## src/rtl/nnir_pkg.sv

```systemverilog
// ----------------------------------------------------------------------------
// nnir_pkg
// Shared types, widths and constants for the nearest-neighbor image rotator.
// ----------------------------------------------------------------------------
`default_nettype none

package nnir_pkg;

    // Default frame store side; the top level hands this down as MAX_DIM.
    localparam int MAX_DIM_DEF = 256;

    // Field widths fixed by the item formats.
    localparam int ROW_W   = 9;
    localparam int PIX_W   = 24;
    localparam int SRC_W   = 9;
    localparam int OSZ_W   = 10;
    localparam int TRIG_W  = 16;
    localparam int CFG_IDX_W  = 3;
    localparam int CFG_DATA_W = 16;

    // Fixed-point arithmetic: Q1.14 angles, centered coordinates and sums.
    localparam int Q_FRAC   = 14;
    localparam int Q_HALF   = 1 << (Q_FRAC - 1);
    localparam int RND_BIAS = (1 << Q_FRAC) - 1;
    localparam int DI_W     = ROW_W + 1;
    localparam int P_W      = DI_W + TRIG_W;
    localparam int T_W      = P_W + 1;
    localparam int R_W      = T_W - Q_FRAC;
    localparam int X_W      = R_W + 1;

    // Register reset values.
    localparam int RST_SOURCE_ROWS = 256;
    localparam int RST_SOURCE_COLS = 256;
    localparam int RST_OUTPUT_SIZE = 363;
    localparam int RST_COS_ANGLE   = 16384;
    localparam int RST_SIN_ANGLE   = 0;

    // Item kinds.
    typedef enum logic {
        KIND_LOAD    = 1'b0,
        KIND_REQUEST = 1'b1
    } kind_t;

    // Configuration register indexes.
    typedef enum logic [CFG_IDX_W-1:0] {
        REG_SOURCE_ROWS = 3'd0,
        REG_SOURCE_COLS = 3'd1,
        REG_OUTPUT_SIZE = 3'd2,
        REG_COS_ANGLE   = 3'd3,
        REG_SIN_ANGLE   = 3'd4
    } cfg_reg_t;

    // Input item.
    typedef struct packed {
        kind_t             kind;
        logic [ROW_W-1:0]  row;
        logic [ROW_W-1:0]  col;
        logic [PIX_W-1:0]  pixel_in;
    } in_item_t;

    // Result item.
    typedef struct packed {
        logic [PIX_W-1:0]  pixel_out;
        logic              inside_res;
    } out_item_t;

    // Configuration as seen by the datapath, with derived halves and limits.
    typedef struct packed {
        logic [SRC_W-1:0]         half_out;
        logic [SRC_W-2:0]         half_rows;
        logic [SRC_W-2:0]         half_cols;
        logic [SRC_W-1:0]         lim_rows;
        logic [SRC_W-1:0]         lim_cols;
        logic signed [TRIG_W-1:0] cos_angle;
        logic signed [TRIG_W-1:0] sin_angle;
    } cfg_t;

    // Item leaving the coordinate pipeline: original item plus rounded offsets.
    typedef struct packed {
        in_item_t              item;
        logic signed [R_W-1:0] rx;
        logic signed [R_W-1:0] ry;
    } map_item_t;

endpackage

`default_nettype wire

```

## src/rtl/nnir_map.sv

```systemverilog
// ----------------------------------------------------------------------------
// nnir_map
// Four-stage coordinate pipeline: center, multiply, sum, round.
// ----------------------------------------------------------------------------
`default_nettype none

module nnir_map (
    input  wire                    aclk,
    input  wire                    aresetn,
    input  nnir_pkg::cfg_t         cfg,
    input  wire                    s_valid,
    output logic                   s_ready,
    input  nnir_pkg::in_item_t     s_data,
    output logic                   out_valid,
    input  wire                    out_ready,
    output nnir_pkg::map_item_t    out_data
);
    import nnir_pkg::*;

    logic                  v1_reg, v2_reg, v3_reg, v4_reg;
    logic                  rdy1, rdy2, rdy3, rdy4;
    in_item_t              item1_reg, item2_reg, item3_reg;
    logic signed [DI_W-1:0] di1_reg, dj1_reg, di1_next, dj1_next;
    logic signed [P_W-1:0] pdc2_reg, pds2_reg, pis2_reg, pjc2_reg;
    logic signed [P_W-1:0] pdc2_next, pds2_next, pis2_next, pjc2_next;
    logic signed [T_W-1:0] tx3_reg, ty3_reg, tx3_next, ty3_next;
    logic signed [T_W-1:0] bias_x, bias_y, rnd_x, rnd_y;
    map_item_t             out_reg, out_next;

    // A stage takes a new item when it is empty or its item moves on.
    assign rdy4    = !v4_reg || out_ready;
    assign rdy3    = !v3_reg || rdy4;
    assign rdy2    = !v2_reg || rdy3;
    assign rdy1    = !v1_reg || rdy2;
    assign s_ready = rdy1;

    // Stage 1: center the output coordinates on half the output size.
    assign di1_next = $signed({1'b0, s_data.row}) - $signed({1'b0, cfg.half_out});
    assign dj1_next = $signed({1'b0, s_data.col}) - $signed({1'b0, cfg.half_out});

    // Stage 2: the four rotation products.
    assign pdc2_next = P_W'(di1_reg) * P_W'(cfg.cos_angle);
    assign pds2_next = P_W'(dj1_reg) * P_W'(cfg.sin_angle);
    assign pis2_next = P_W'(di1_reg) * P_W'(cfg.sin_angle);
    assign pjc2_next = P_W'(dj1_reg) * P_W'(cfg.cos_angle);

    // Stage 3: rotated Q14 coordinates plus one half.
    assign tx3_next = T_W'(pdc2_reg) - T_W'(pds2_reg) + T_W'(Q_HALF);
    assign ty3_next = T_W'(pis2_reg) + T_W'(pjc2_reg) + T_W'(Q_HALF);

    // Stage 4: truncate toward zero; negative values get a bias before the shift.
    always_comb begin
        bias_x = tx3_reg[T_W-1] ? T_W'(RND_BIAS) : T_W'(0);
        bias_y = ty3_reg[T_W-1] ? T_W'(RND_BIAS) : T_W'(0);
        rnd_x  = tx3_reg + bias_x;
        rnd_y  = ty3_reg + bias_y;
        out_next.item = item3_reg;
        out_next.rx   = R_W'(rnd_x >>> Q_FRAC);
        out_next.ry   = R_W'(rnd_y >>> Q_FRAC);
    end

    // Valid bits travel with the data.
    always_ff @(posedge aclk) begin
        if (!aresetn) begin
            v1_reg <= 1'b0;
            v2_reg <= 1'b0;
            v3_reg <= 1'b0;
            v4_reg <= 1'b0;
        end else begin
            if (rdy1) v1_reg <= s_valid;
            if (rdy2) v2_reg <= v1_reg;
            if (rdy3) v3_reg <= v2_reg;
            if (rdy4) v4_reg <= v3_reg;
        end
    end

    // Stage payload registers.
    always_ff @(posedge aclk) begin
        if (rdy1 && s_valid) begin
            item1_reg <= s_data;
            di1_reg   <= di1_next;
            dj1_reg   <= dj1_next;
        end
        if (rdy2 && v1_reg) begin
            item2_reg <= item1_reg;
            pdc2_reg  <= pdc2_next;
            pds2_reg  <= pds2_next;
            pis2_reg  <= pis2_next;
            pjc2_reg  <= pjc2_next;
        end
        if (rdy3 && v2_reg) begin
            item3_reg <= item2_reg;
            tx3_reg   <= tx3_next;
            ty3_reg   <= ty3_next;
        end
        if (rdy4 && v3_reg) begin
            out_reg <= out_next;
        end
    end

    assign out_valid = v4_reg;
    assign out_data  = out_reg;

    // A stalled last stage keeps its item.
    a_hold_last: assert property (@(posedge aclk) disable iff (!aresetn)
        v4_reg && !out_ready |=> v4_reg && $stable(out_reg))
        else $error("nnir_map: last stage changed while stalled");

    // A stalled first stage keeps its centered coordinates.
    a_hold_first: assert property (@(posedge aclk) disable iff (!aresetn)
        v1_reg && !rdy2 |=> v1_reg && $stable(di1_reg) && $stable(dj1_reg))
        else $error("nnir_map: first stage changed while stalled");

    // An item in stage 3 that may move is found in stage 4 next cycle.
    a_move_on: assert property (@(posedge aclk) disable iff (!aresetn)
        v3_reg && rdy4 |=> v4_reg)
        else $error("nnir_map: item lost between stages 3 and 4");

endmodule

`default_nettype wire

```

## config.mk

```make
export PLATFORM = sky130hd
export DESIGN_NAME = nnir_map
export DESIGN_NICKNAME = d
export VERILOG_FILES = /design/src/rtl/nnir_pkg.sv /design/src/rtl/nnir_map.sv
export SDC_FILE = /design/constraint.sdc
export NUM_CORES = 2
export LEC_CHECK = 0
export ABC_CLOCK_PERIOD_IN_PS = 40900
export BUFFER_PORTS_ARGS = -buffer_cell sky130_fd_sc_hd__buf_2
export CAP_MARGIN = 25
export CORE_AREA = 2 2 263 265
export DETAILED_ROUTE_END_ITERATION = 10
export DIE_AREA = 0 0 265 267
export GPL_ROUTABILITY_DRIVEN = 0
export PLACE_DENSITY_LB_ADDON = 0.25
export REMOVE_ABC_BUFFERS = 1
export SYNTH_ARGS = -nofsm -noshare
export SYNTH_HDL_FRONTEND = slang
export SYNTH_SLANG_ARGS = --single-unit
```

## constraint.sdc

```tcl
create_clock -name aclk -period 40.9 [get_ports aclk]
set_clock_uncertainty 0.05 [all_clocks]
set_input_delay 4.09 -clock aclk [delete_from_list [all_inputs] [get_ports aclk]]
set_output_delay 4.09 -clock aclk [all_outputs]
set_load 0.005 [all_outputs]
```

* Yosys cells after proc, flatten, opt, wreduce, memory -nomap -nowiden
Index checks and enable logic that the tools add are counted.
Word-level totals: input port bits 122, register bits after elaboration 380
Cells by class: $mul 4, mux-type cells 2, add/subtract/negate cells 8, reductions and logical operators 12
Operators with widths (number):
- $mul 10x16->26 | 4
- $add 27x15->27 | 2
- $add 27x15->27 const B | 2
- $mux 14 | 2
- $add 26x26->27 | 1
- $sub 26x26->27 | 1
- $sub 9x9->10 | 2
- $logic_and 1x1->1 | 4
- $logic_not 1->1 | 4
- $logic_or 1x1->1 | 4

* Longest topological paths before layout
depth after elaboration 6, mapped depth 22, mapped depth without buffers 21

* Least setup slack after synthesis
Ideal clock, no wire load.
path kind in2reg, start point input out_ready, end point register item2_reg[0] (netlist name) (enable), setup slack 24982 ps, library setup time 877 ps, arrival time 14991 ps, cell stages on the path 3, data required time 39973 ps, path through nor2b_1 > and2_0 > a21boi_0
Between the ends: word-level cells in the longest chain between the ends 4
Ends and longest elaborated chain:
- start, declared | RTL line nnir_map.sv:15 | input wire out_ready,
- $logic_or 1x1->1 | RTL line nnir_map.sv:31 | assign rdy4 = !v4_reg || out_ready;
- $logic_or 1x1->1 | RTL line nnir_map.sv:32 | assign rdy3 = !v3_reg || rdy4;
- $logic_or 1x1->1 | RTL line nnir_map.sv:33 | assign rdy2 = !v2_reg || rdy3;
- $logic_and 1x1->1 | RTL line nnir_map.sv:84 | if (rdy2 && v1_reg) begin
- end signal, assigned | RTL line nnir_map.sv:85 | item2_reg <= item1_reg;
- end, declared | RTL line nnir_map.sv:22 | in_item_t item1_reg, item2_reg, item3_reg;
Every way passes these cells. A chain may end at the register's enable or synchronous reset.

* Worst setup path in the final report
start point input cfg[23] (netlist name), end point register pdc2_reg[24], data pin
Between the ends: word-level cells in the longest chain between the ends 1
Ends and longest elaborated chain:
- start, declared | RTL line nnir_map.sv:10 | input nnir_pkg::cfg_t cfg,
- $mul 10x16->26 | RTL line nnir_map.sv:42 | assign pdc2_next = P_W'(di1_reg) * P_W'(cfg.cos_angle);
- via pdc2_next[24] | RTL line nnir_map.sv:25 | logic signed [P_W-1:0] pdc2_next, pds2_next, pis2_next, pjc2_next;
- end signal, assigned | RTL line nnir_map.sv:86 | pdc2_reg <= pdc2_next;
- end, declared | RTL line nnir_map.sv:24 | logic signed [P_W-1:0] pdc2_reg, pds2_reg, pis2_reg, pjc2_reg;
The timed path passes the listed nets, and every way through them passes these cells.

==> flow_summary.ini <==
[grt]
grt_first_pass_wirelength_mm = 129
grt_max_degree = 148
grt_overflow_total = 0
grtUsageTotal = 0.226
antenna_found_initial = 5
first_global_vias = 26000

[yosys]
ys_warn_count = 0
synthCells = 3774
async_flop_share = 0
ys.flop_type = edfxtp_1
ys_types = 72
syn_area_per_cell_um2 = 10.5
synth_edf_count = 376
ys_seq_area_frac = 0.287
yosys.area.top_type_share = 0.285
yosys-top-cells-area = edfxtp_1 (29%), fa_1 (28%), ha_1 (12%)
netlist_top_cells_count = inv_1 (824), fa_1 (560), nand2_1 (418)
synth_top_cell_by_area = edfxtp_1
synth_most_common_cell = inv_1
syn-cell-area_mm2 = 0.0396
ys_ff_latch = 380

[worst_hold_path]
hold_path_class = register to register
hold_end = out_data[58]
worstHoldPathCells = 0
hold_start = item3_reg[32]

[critical_path]
r2r_start = di1_reg[9]
r2r_slack_ns = 34.29
critPathSlowestCell = a2111oi_0
path_cells = buf_2 > nand2_1 > fa_1 > inv_1 > fa_1 > inv_1 > fa_1 > inv_1 > fa_1 > inv_1 > fa_1 > inv_1 > ha_1 > o21ai_1 > a2111oi_0 > a221oi_2 > a2111oi_1 > o31a_1 > o21ai_1 > nand2b_1 > a21oi_1 > xnor2_1
crit_type = input pin to register
rr_endpoint = pdc2_reg[24]
reg2reg_depth = 20
cp-startpoint = cfg[23]
cp.required_ns = 41.17
critPathMaxStageDelay_ns = 0.72
critPathMaxFanout = 20
start_kind = input pin
setup.worst_path.end_class = register
arrival_ns = 10.04

[placement]
port_buffers = 158
place_hpwl_mm = 56.2

[clock_tree]
cts.sinks = 380
clk_pin_slew_ns = 0.06
clk_latency_ns = 0.58
clockRootBuffer = clkbuf_16
cts_buffers = 42
cts_resized = 0
htreeDepth = 2
hold_buffers = 0
clockBufferDepth = 3
cts_tree = done
post_cts_buffers = 0

[final_layout]
drive_above_1_share = 0.0706
nNetsFinal = 4952
largest_reg_flops = 69
synthToLayoutAreaGrowth_pct = 7.93

[detailed_routing]
drt_pass1_iterations = 7
wirelength_mm = 76.0
wl_per_cell_um = 15.8
drc = 0
antenna_left = 0
viasPerCell = 5.36
dr.first_iter.drc_count = 1578
vias = 25700

[floorplanning]
boundaryPins = 193
dieHeight_um = 267
rows = 96
core_area_mm2 = 0.0680
die-area_mm2 = 0.0708
start_util = 0.582
die_w_um = 265

[sta]
fmax_mhz = 102
fin_crit_sh = 0.239
fin_crit_ns = 9.77
rsz0062_at_grt = false
finalHoldViolCount = 0
relSlewSlack = 0.391
setup_viol = 0
tns_ns = 0
worstMarginPinSlew_ns = 0.913
report.final.slew_viol_count = 0

[flow_run]
maxCapViolations = 0

[status]
status = finished clean
[worst max-delay path by stage]
stage                         to  cells after the start
CTS                 pdc2_reg[24]                     22
floorplan           item2_reg[0]                      3
finish              pdc2_reg[24]                     22
detailed placement  pdc2_reg[24]                     22
global placement    pdc2_reg[24]                     22
global route        pdc2_reg[24]                     22
[stage by stage]
stage	cell area, um^2	util	cells	setup slack, ns	hold slack, ns
global placement	41300	0.607	4716	30.64	0.351
detailed placement	41300	0.607	4716	30.64	0.355
CTS	42700	0.628	4792	31.26	0.368
finish	42700	0.628	4796	31.13	0.365
global route	42700	0.628	4795	30.89	0.371
floorplan	39100	-	3650	24.98	0.350
[layer usage]
layer  vias to the layer above  share of wire  GRT usage
li1                      12100              -          -
met2                       662           0.46      0.367
met1                     12800           0.46      0.325
met3                       116          0.055     0.0292
met4                         8          0.025     0.0585
met5                         -        0.00065          0
[cell families (layout without fill, tap and decap cells)]
family,Yosys count,after routing,synth area share
xor gates and xnor gates,188,188,0.0416
muxes,1,1,0.000253
AOI/OAI and AO/OA,383,383,0.0633
other,0,2,0
and+or+nand+nor,923,923,0.111
adders and majority gates,950,950,0.406
buffers and inverters,949,1087,0.0900
DFF,380,380,0.287
[critical path: cells and delay by family]
| kind | cells | cell delay, ns |
|---|---|---|
| buf+inv | 6 | 0.65 |
| xor+xnor | 1 | 0.13 |
| fa+ha+maj | 6 | 2.87 |
| simple gates | 2 | 0.24 |
| compound gates | 7 | 2.06 |
[area by class of cell]
class,instances,area (um^2)
Antenna cell,2,5.00
Clock buffer,50,1090
Clock inverter,26,317
Fill cell,5584,25300
Inverter,825,3100
Multi-Input combinational cell,2445,24700
Sequential cell,380,11400
Tap cell,882,1100
Timing Repair Buffer,186,1050
[cells in the final DEF, fill, tap and decap left out, types with 42 or more instances in the layout]
cell and instances:
a21o_1 61, a21oi_1 121, and2_1 233, buf_2 158, clkbuf_16 42, edfxtp_1 376
fa_1 560, ha_1 390, inv_1 824, nand2_1 418, nor2_1 122, o21ai_0 64
xnor2_1 142, xor2_1 46
Power is left out: the tool's default activity adds up to more than one toggle a clock period on the data nets, which glitch-free logic cannot reach.
