**config.mk**
```make
export PLATFORM = sky130hd
export DESIGN_NAME = nnir_cfg
export DESIGN_NICKNAME = d
export VERILOG_FILES = /design/src/rtl/nnir_pkg.sv /design/src/rtl/nnir_cfg.sv
export SDC_FILE = /design/constraint.sdc
export NUM_CORES = 1
export LEC_CHECK = 0
export BUFFER_PORTS_ARGS = -buffer_cell sky130_fd_sc_hd__buf_2
export CAP_MARGIN = 25
export CORE_ASPECT_RATIO = 2
export CORE_UTILIZATION = 44
export CTS_CLUSTER_SIZE = 12
export DETAILED_ROUTE_END_ITERATION = 12
export PLACE_DENSITY_LB_ADDON = 0.2
export SLEW_MARGIN = 20
export SYNTH_ARGS = -nofsm -noshare
export SYNTH_HDL_FRONTEND = slang
export SYNTH_SLANG_ARGS = --single-unit
```
**constraint.sdc**
```tcl
create_clock -name aclk -period 1.1 [get_ports aclk]
set_input_delay 0.11 -clock aclk [delete_from_list [all_inputs] [get_ports aclk]]
set_output_delay 0.11 -clock aclk [all_outputs]
set_load 0.03 [all_outputs]
```
**src/rtl/nnir_pkg.sv**
```systemverilog
// ----------------------------------------------------------------------------
// nnir_pkg
// Shared types, widths and constants for the nearest-neighbor image rotator.
// ----------------------------------------------------------------------------
`default_nettype none

package nnir_pkg;

    // Default frame store side; the top level hands this down as MAX_DIM.
    localparam int MAX_DIM_DEF = 256;

    // Field widths fixed by the item formats.
    localparam int ROW_W   = 9;
    localparam int PIX_W   = 24;
    localparam int SRC_W   = 9;
    localparam int OSZ_W   = 10;
    localparam int TRIG_W  = 16;
    localparam int CFG_IDX_W  = 3;
    localparam int CFG_DATA_W = 16;

    // Fixed-point arithmetic: Q1.14 angles, centered coordinates and sums.
    localparam int Q_FRAC   = 14;
    localparam int Q_HALF   = 1 << (Q_FRAC - 1);
    localparam int RND_BIAS = (1 << Q_FRAC) - 1;
    localparam int DI_W     = ROW_W + 1;
    localparam int P_W      = DI_W + TRIG_W;
    localparam int T_W      = P_W + 1;
    localparam int R_W      = T_W - Q_FRAC;
    localparam int X_W      = R_W + 1;

    // Register reset values.
    localparam int RST_SOURCE_ROWS = 256;
    localparam int RST_SOURCE_COLS = 256;
    localparam int RST_OUTPUT_SIZE = 363;
    localparam int RST_COS_ANGLE   = 16384;
    localparam int RST_SIN_ANGLE   = 0;

    // Item kinds.
    typedef enum logic {
        KIND_LOAD    = 1'b0,
        KIND_REQUEST = 1'b1
    } kind_t;

    // Configuration register indexes.
    typedef enum logic [CFG_IDX_W-1:0] {
        REG_SOURCE_ROWS = 3'd0,
        REG_SOURCE_COLS = 3'd1,
        REG_OUTPUT_SIZE = 3'd2,
        REG_COS_ANGLE   = 3'd3,
        REG_SIN_ANGLE   = 3'd4
    } cfg_reg_t;

    // Input item.
    typedef struct packed {
        kind_t             kind;
        logic [ROW_W-1:0]  row;
        logic [ROW_W-1:0]  col;
        logic [PIX_W-1:0]  pixel_in;
    } in_item_t;

    // Result item.
    typedef struct packed {
        logic [PIX_W-1:0]  pixel_out;
        logic              inside_res;
    } out_item_t;

    // Configuration as seen by the datapath, with derived halves and limits.
    typedef struct packed {
        logic [SRC_W-1:0]         half_out;
        logic [SRC_W-2:0]         half_rows;
        logic [SRC_W-2:0]         half_cols;
        logic [SRC_W-1:0]         lim_rows;
        logic [SRC_W-1:0]         lim_cols;
        logic signed [TRIG_W-1:0] cos_angle;
        logic signed [TRIG_W-1:0] sin_angle;
    } cfg_t;

    // Item leaving the coordinate pipeline: original item plus rounded offsets.
    typedef struct packed {
        in_item_t              item;
        logic signed [R_W-1:0] rx;
        logic signed [R_W-1:0] ry;
    } map_item_t;

endpackage

`default_nettype wire

```
**src/rtl/nnir_cfg.sv**
```systemverilog
// ----------------------------------------------------------------------------
// nnir_cfg
// Configuration register file; also derives the halves and clamped limits.
// ----------------------------------------------------------------------------
`default_nettype none

module nnir_cfg #(
    parameter int MAX_DIM = nnir_pkg::MAX_DIM_DEF
) (
    input  wire                              aclk,
    input  wire                              aresetn,
    input  wire                              cfg_valid,
    input  wire [nnir_pkg::CFG_IDX_W-1:0]    cfg_index,
    input  wire [nnir_pkg::CFG_DATA_W-1:0]   cfg_data,
    output nnir_pkg::cfg_t                   cfg
);
    import nnir_pkg::*;

    localparam logic [SRC_W-1:0] LIM_RST_ROWS = (RST_SOURCE_ROWS < MAX_DIM) ?
        SRC_W'(RST_SOURCE_ROWS) : SRC_W'(MAX_DIM);
    localparam logic [SRC_W-1:0] LIM_RST_COLS = (RST_SOURCE_COLS < MAX_DIM) ?
        SRC_W'(RST_SOURCE_COLS) : SRC_W'(MAX_DIM);

    logic [SRC_W-1:0]         rows_reg;
    logic [SRC_W-1:0]         cols_reg;
    logic [SRC_W-1:0]         lim_rows_reg;
    logic [SRC_W-1:0]         lim_cols_reg;
    logic [OSZ_W-1:0]         out_size_reg;
    logic signed [TRIG_W-1:0] cos_reg;
    logic signed [TRIG_W-1:0] sin_reg;
    logic [SRC_W-1:0]         lim_next;

    // A source size at or above the frame store side clamps to that side.
    always_comb begin
        if (int'(cfg_data[SRC_W-1:0]) < MAX_DIM) begin
            lim_next = cfg_data[SRC_W-1:0];
        end else begin
            lim_next = SRC_W'(MAX_DIM);
        end
    end

    // Register writes.
    always_ff @(posedge aclk) begin
        if (!aresetn) begin
            rows_reg     <= SRC_W'(RST_SOURCE_ROWS);
            cols_reg     <= SRC_W'(RST_SOURCE_COLS);
            lim_rows_reg <= LIM_RST_ROWS;
            lim_cols_reg <= LIM_RST_COLS;
            out_size_reg <= OSZ_W'(RST_OUTPUT_SIZE);
            cos_reg      <= TRIG_W'(RST_COS_ANGLE);
            sin_reg      <= TRIG_W'(RST_SIN_ANGLE);
        end else if (cfg_valid) begin
            unique case (cfg_index)
                REG_SOURCE_ROWS: begin
                    rows_reg     <= cfg_data[SRC_W-1:0];
                    lim_rows_reg <= lim_next;
                end
                REG_SOURCE_COLS: begin
                    cols_reg     <= cfg_data[SRC_W-1:0];
                    lim_cols_reg <= lim_next;
                end
                REG_OUTPUT_SIZE: out_size_reg <= cfg_data[OSZ_W-1:0];
                REG_COS_ANGLE:   cos_reg      <= $signed(cfg_data[TRIG_W-1:0]);
                REG_SIN_ANGLE:   sin_reg      <= $signed(cfg_data[TRIG_W-1:0]);
                default: begin
                end
            endcase
        end
    end

    // Integer halves are plain right shifts.
    assign cfg.half_out  = out_size_reg[OSZ_W-1:1];
    assign cfg.half_rows = rows_reg[SRC_W-1:1];
    assign cfg.half_cols = cols_reg[SRC_W-1:1];
    assign cfg.lim_rows  = lim_rows_reg;
    assign cfg.lim_cols  = lim_cols_reg;
    assign cfg.cos_angle = cos_reg;
    assign cfg.sin_angle = sin_reg;

endmodule

`default_nettype wire

```
Word-level counts from Yosys, hierarchy flattened
Cells that the tools add are included.

operators by class
  magnitude comparators = 1
  eq/ne operators = 4
  multiplexer cells = 1
  reduce and logical (&&, ||, !) cells = 6

operators with widths
  operator                                                                number
  2-bit AND reduction                                                     5
  9-bit less-than comparator (second input constant)                      1
  9-bit two-way mux                                                       1
  3-bit by 2-bit equality test with 1-bit output (second input constant)  2
  3-bit by 1-bit equality test with 1-bit output (second input constant)  1
  3-bit equality test (second input constant)                             1
  3-bit zero test                                                         1

storage, ports and cells
  flip-flop bits (word level) = 78
  output and inout bits = 75
  word-level logic and storage cells = 19

Logic depth before layout (Yosys ltp)
Gate-level depths: netlist (run 1).

  depth in word-level cells = 2
  depth in mapped cells = 4
  mapped depth without buffers = 2

Worst setup path after synthesis (run 1)
No wires, ideal clock.

  path type = in2reg
  from = in cfg_index[1] (netlist name)
  to = reg rows_reg[8]
  arrival time = 1037 ps
  data required time = 976 ps
  setup slack = -61 ps
  stages on the path = 4
  path buffers = 2
  path through = or4b_1 > buf_6 > buf_12 > mux2i_1

on the way
  cells in the longest elaborated chain, start to end = 2

RTL lines
  element                               RTL line        RTL
  start, declared                       nnir_cfg.sv:13  input wire [nnir_pkg::CFG_IDX_W-1:0] cfg_index,
  3-bit zero test                       nnir_cfg.sv:53  unique case (cfg_index)
  2-bit AND reduction (no source line)  -
  end signal, assigned                  nnir_cfg.sv:45  rows_reg <= SRC_W'(RST_SOURCE_ROWS);
  end signal, assigned                  nnir_cfg.sv:55  rows_reg <= cfg_data[SRC_W-1:0];
  end, declared                         nnir_cfg.sv:24  logic [SRC_W-1:0] rows_reg;

No other way between the ends.
A chain may end at the register's enable or synchronous reset.

Worst setup path in the final report (run 1)
  from = reg cols_reg[8]
  to = out cfg[57] (netlist name)

RTL lines
  element                 RTL line        RTL
  start, declared         nnir_cfg.sv:25  logic [SRC_W-1:0] cols_reg;
  start signal, assigned  nnir_cfg.sv:46  cols_reg <= SRC_W'(RST_SOURCE_COLS);
  start signal, assigned  nnir_cfg.sv:59  cols_reg <= cfg_data[SRC_W-1:0];
  end, declared           nnir_cfg.sv:15  output nnir_pkg::cfg_t cfg

No word-level cell between the ends.

==> impl_metrics.env, run 1 <==
export IMPL_start_util_pct=46.17
export IMPL_cp_top_family="flip-flops"
export IMPL_die_h_um=115.2
export IMPL_synth_area_leader_cell="dfxtp_1"
export IMPL_pre_cts_ws_ns=-0.1618
export IMPL_worstPathRequired_ns=0.99
export IMPL_syn_nets=298
export IMPL_rows=40
export IMPL_finalWorstSetupSlack_ns=0.1012
export IMPL_vias_per_cell=4.762
export IMPL_layout_drive_gt1_share_pct=32.80
export IMPL_criticalPathCategory="reg -> out"
export IMPL_final_nets=395
export IMPL_final_max_slew_viol_count=0
export IMPL_cts_tree="built"
export IMPL_wire_per_inst_um=14.16
export IMPL_vdd_drop_max_uv=1022
export IMPL_crit_path_end_kind="primary output"
export IMPL_clkTransAtPathRegs_ns=0.05
export IMPL_avgSynthCellArea_um2=10.21
export IMPL_antenna_found_initial=0
export IMPL_yosysSeqAreaShare_pct=51.84
export IMPL_htree_levels=3
export IMPL_clock_sinks=73
export IMPL_ys_types=15
export IMPL_fin_crit_sh_pct=90.80
export IMPL_status="complete, no violations"
export IMPL_vias=2200
export IMPL_stdcell_area_mm2=0.003775
export IMPL_tightest_slew_ns=0.2930
export IMPL_synth_seq_cells=73
export IMPL_dieArea_mm2=0.006750
export IMPL_cp_start_kind="flip-flop"
export IMPL_syn_inst=276
export IMPL_post_cts_buffers=0
export IMPL_grt_pass1_vias=2218
export IMPL_grt_pass1_wl_um=10430
export IMPL_drtIter0Drc=62
export IMPL_p_leak_nw=1.944
export IMPL_num_io_pins=97
export IMPL_cp_cell_sequence="buf_2"
export IMPL_layout_common_cells="buf_2 (96), nand2_1 (81), mux2i_1 (73), dfxtp_1 (73), nor2b_1 (14)"
export IMPL_slew_headroom_pct=80.47
export IMPL_grt_max_degree=32
export IMPL_antennaDiodeCount=0
export IMPL_dp_cells=446
export IMPL_hpwlAfterDp_um=4747
export IMPL_cts_resized_gates=0
export IMPL_arrival_ns=0.89
export IMPL_coreArea_mm2=0.006106
export IMPL_setup_viol_count_final=0
export IMPL_fin_cells=462
export IMPL_syn_area_mm2=0.002819
export IMPL_clk_latency_ns=0.32
export IMPL_cts_made_buffers=9
export IMPL_path_max_fanout=3
export IMPL_crit_path_max_incr_delay_ns=0.35
export IMPL_fill_cells=580
export IMPL_dr_pass1_iters=4
export IMPL_synth_warnings=0
export IMPL_critPathSlowestCell="dfxtp_1"
export IMPL_clockBufferDepth=2
export IMPL_grt_usage_pct=21.05
export IMPL_path_buf_inv=1
export IMPL_synthTopCellsByArea="dfxtp_1 (52%), mux2i_1 (26%), nand2_1 (11%)"
export IMPL_fmax_mhz=1001
export IMPL_fp_dieW_um=58.60
export IMPL_cap_violations=0
export IMPL_hold_path_class="in -> reg"
export IMPL_fin_crit_ns=0.9988
export IMPL_io_buffers=96
export IMPL_rsz0062_at_grt="false"
export IMPL_total_power_mw=6.178
export IMPL_root_buffer="clkbuf_16"
export IMPL_wirelength_um=6541
export IMPL_drc=0
export IMPL_grt_overflow_total=0
export IMPL_area_delta_synth_final_pct=33.91
export IMPL_final_common_cell="buf_2"
export IMPL_fin_worst_skew_ns=0
export IMPL_cts_hold_buf=0
export IMPL_placed_area_mm2=0.003466
export IMPL_final_antenna_net_count=0
export IMPL_hold_viol=0
export IMPL_yosys_area_top_type_share_pct=51.84
export IMPL_gp_congestion=0.7373
export IMPL_power_density_mw_per_mm2=1637
[Yosys cell counts]
master / number
nor2b_1: 14
and4b_1: 1
nand2_1: 81
mux2i_1: 73
buf_12: 1
dfxtp_1: 73
nor4bb_1: 1
buf_2: 7
or4b_1: 1
buf_1: 1
nand3b_1: 8
clkbuf_1: 10
buf_4: 2
buf_6: 1
nand4bb_1: 2
[metrics by stage]
| stage | TNS (ns) | hold WS (ns) | utilization (%) |
|---|---|---|---|
| 6_report | 0 | 0.05046 | 61.82 |
| 4_1_cts | 0 | 0.04740 | 61.82 |
| 3_3_place_gp | -2.231 | 0.3728 | 56.76 |
| 3_5_place_dp | -3.295 | 0.3908 | 56.76 |
| 2_1_floorplan | -0.4187 | 0.2488 | - |
| 5_1_grt | 0 | 0.05043 | 61.82 |
[layer usage]
metal / up-vias / wire [µm] / global-route usage [%]
met5: - / 0 / 0
met4: 0 / 148 / 10.48
met3: 14 / 308 / 4.837
met2: 62 / 3441 / 37.55
met1: 1021 / 2643 / 22.59
li1: 1103 / - / -
[layout make-up]
type	count	area [µm²]	area share, %
Timing Repair Buffer	108	645.6	17.10
Multi-Input combinational cell	181	1254	33.21
Sequential cell	73	1461	38.71
Tap cell	84	105.1	2.784
Clock inverter	2	35.03	0.9281
Clock buffer	14	274.0	7.259
[cell families (layout without fill, tap and decap cells)]
family	count (synthesis)	count (layout)	share of synthesized area, %
buf+inv	22	124	4.349
flops	73	73	51.84
mux	73	73	25.92
simple gates	108	108	17.89
[report_power, final]
part | total, mW | switching (mW) | internal, mW
Sequential | 2.73 | 0.0255 | 2.70
Clock | 2.95 | 1.01 | 1.94
Combinational | 0.507 | 0.318 | 0.190
[worst paths after layout]
kind	from	to	slack, ns	cells past startpoint
min	cfg_data[14]	sin_reg[14]	0.05	3
max reg2reg	cols_reg[8]	cols_reg[8]	0.48	2
min reg2reg	cos_reg[11]	cos_reg[11]	0.45	2
max	cols_reg[8]	cfg[57]	0.10	1
No activity file was read; power rests on OpenSTA's default activity.
==> inputs of run 2 (changes only) <==
Settings changed: ABC_AREA from default to 1, BUFFER_PORTS_ARGS -buffer_cell sky130_fd_sc_hd__buf_2 to default, CORE_UTILIZATION 44 to 50, DONT_BUFFER_PORTS from default to 1.
==> run 2 against run 1 <==
- combinational power rose by 78%
- die area fell by 9.3%
- synthesized area rose by 2.8%
- largest cell class unchanged
==> impl_metrics.env, run 2 <==
export IMPL_p_leak_nw=2.034
export IMPL_fin_crit_ns=1.056
export IMPL_vdd_drop_max_uv=1132
export IMPL_power_density_mw_per_mm2=1291
export IMPL_tightest_slew_ns=0.3738
export IMPL_worstPathRequired_ns=1.35
export IMPL_switching_share_pct=27.11
export IMPL_hold_path_class="in -> reg"
export IMPL_synth_ff_type="dfxtp_1"
export IMPL_power_frac_seq_pct=51.4
export IMPL_stdcell_area_mm2=0.004204
export IMPL_cap_violations=0
export IMPL_internal_power_mw=3.957
export IMPL_path_max_fanout=16
export IMPL_syn_nets=452
export IMPL_rows=38
export IMPL_cp_cell_sequence="inv_2, nand2_1, nor2_4, buf_12, nand2_1, nand2_1, dlygate4sd3_1, nor2_1"
export IMPL_total_power_mw=5.428
export IMPL_num_io_pins=97
export IMPL_syn_area_mm2=0.002897
export IMPL_crit_path_end_kind="flip-flop"
export IMPL_htree_levels=3
export IMPL_synth_area_leader_cell="dfxtp_1"
export IMPL_synthTopCellsByArea="dfxtp_1 (50%), nor2_1 (17%), nand2_1 (17%)"
export IMPL_synth_seq_cells=73
export IMPL_status="complete, no violations"
export IMPL_final_max_slew_viol_count=0
export IMPL_layout_drive_gt1_share_pct=19.42
export IMPL_fin_worst_skew_ns=0
export IMPL_setup_viol_count_final=0
export IMPL_drc=0
export IMPL_clkTransAtPathRegs_ns=0.07
export IMPL_io_buffers=0
export IMPL_cts_tree="built"
export IMPL_ys_types=13
export IMPL_grt_pass1_wl_um=13120
export IMPL_fin_cells=611
export IMPL_final_common_cell="nor2_1"
export IMPL_criticalPathCategory="in -> reg"
export IMPL_grt_pass1_vias=2966
export IMPL_fin_hold_ws_ns=0.0005616
export IMPL_grt_overflow_total=0
export IMPL_avgSynthCellArea_um2=6.736
export IMPL_arrival_ns=1.30
export IMPL_crit_path_frequent_cell="nand2_1"
export IMPL_p_clk_share_pct=32.0
export IMPL_synthArstFlopShare_pct=0
export IMPL_grt_max_degree=39
export IMPL_finalWorstSetupSlack_ns=0.04406
export IMPL_clock_sinks=73
export IMPL_gp_congestion=0.8511
export IMPL_drtIter0Drc=166
export IMPL_placed_area_mm2=0.003483
export IMPL_dieArea_mm2=0.006120
export IMPL_cp_top_family="buffers and inverters"
export IMPL_pwr_share_comb_pct=16.6
export IMPL_ys_top_cells_by_count="nor2_1 (134), nand2_1 (129), dfxtp_1 (73), nand3_1 (39), inv_1 (22)"
export IMPL_fp_dieW_um=55.82
export IMPL_clk_latency_ns=0.35
export IMPL_fmax_mhz=947.0
export IMPL_p_sw_mw=1.471
export IMPL_final_nets=571
export IMPL_post_synth_top_count_cell="nor2_1"
export IMPL_path_buf_inv=3
export IMPL_vias=3105
export IMPL_cts_made_buffers=9
export IMPL_synth_edff_count=0
export IMPL_syn_inst=430
export IMPL_area_delta_synth_final_pct=45.14
export IMPL_wire_per_inst_um=13.90
export IMPL_cp_start_kind="input port"
export IMPL_layout_common_cells="nor2_1 (133), nand2_1 (128), buf_4 (78)"
export IMPL_hpwlAfterDp_um=5029
export IMPL_grt_usage_pct=28.06
export IMPL_coreArea_mm2=0.005515
export IMPL_dr_pass1_iters=4
export IMPL_clockBufferDepth=2
export IMPL_critPathSlowestCell="dlygate4sd3_1"
export IMPL_wirelength_um=8493
export IMPL_die_h_um=109.6
export IMPL_fin_setup_tns_ns=0
export IMPL_synth_warnings=0
export IMPL_antenna_found_initial=0
export IMPL_crit_path_max_incr_delay_ns=0.58
export IMPL_fin_crit_sh_pct=95.99
export IMPL_root_buffer="clkbuf_8"
export IMPL_vias_per_cell=5.082
export IMPL_antennaDiodeCount=0
export IMPL_yosys_area_top_type_share_pct=50.45
export IMPL_pre_cts_ws_ns=0.1806
export IMPL_slew_headroom_pct=75.06
export IMPL_start_util_pct=52.52
export IMPL_post_route_util_pct=76.23
export IMPL_dp_cells=547
export IMPL_hold_viol=0
export IMPL_yosysSeqAreaShare_pct=50.45
export IMPL_final_antenna_net_count=0
run 2: cell types whose count changed after synthesis, moves of 14 or more:
cell,change
nand3_1,+39
nor2b_1,-14
inv_1,+22
mux2i_1,-73
nor2_1,+134
nand2_1,+48
run 2: power by group through the flow:
| stage | clock network (mW) | logic, mW | registers [mW] |
|---|---|---|---|
| after CTS | 1.75 | 0.860 | 2.79 |
| final | 1.74 | 0.903 | 2.79 |
| after global placement | 0 | 0.685 | 2.85 |
| after global routing | 1.84 | 0.975 | 2.80 |
| after floorplan | 0 | 0.326 | 3.02 |
| after detailed placement | 0 | 0.695 | 2.85 |
run 2: routing by layer:
metal	part of all wire [%]	vias up	global-route usage (%)
met5	0	-	0
met4	4.9	0	19.69
met3	6.0	28	5.647
met2	54	116	51.81
met1	36	1428	27.61
li1	-	1533	-
run 2: layout make-up:
type	instances	area, µm²
multi-input combinational	309	1245
fill	448	1311
timing repair buffer	131	1179
clock buffer	12	145.1
sequential	73	1461
tap	60	75.07
inverter	25	93.84
clock inverter	1	5.005
run 2: worst paths after layout:
kind	start	depth (start not counted)	slack [ns]	endpoint
max	cfg_index[0]	8	0.04	sin_reg[0]
min	cfg_data[8]	2	0.0006	rows_reg[8]
max reg2reg	lim_rows_reg[2]	4	0.44	lim_rows_reg[2]
min reg2reg	out_size_reg[6]	2	0.48	out_size_reg[6]
run 2: cell families (layout without fill, tap and decap cells):
group                  Yosys count  after routing  share of synthesized area [%]
and+or+nand+nor                308            308                          42.12
DFF                             73             73                          50.45
AOI/OAI and AO/OA                1              1                         0.1726
buffers and inverters           48            169                          7.257
run 2: repair_timing:
item,4_1_cts,5_1_grt
setup endpoints to repair,0,16
buffers inserted,0,2
hold buffers,47,1
endpoints found under the hold margin,73,1
resized for setup,0,6
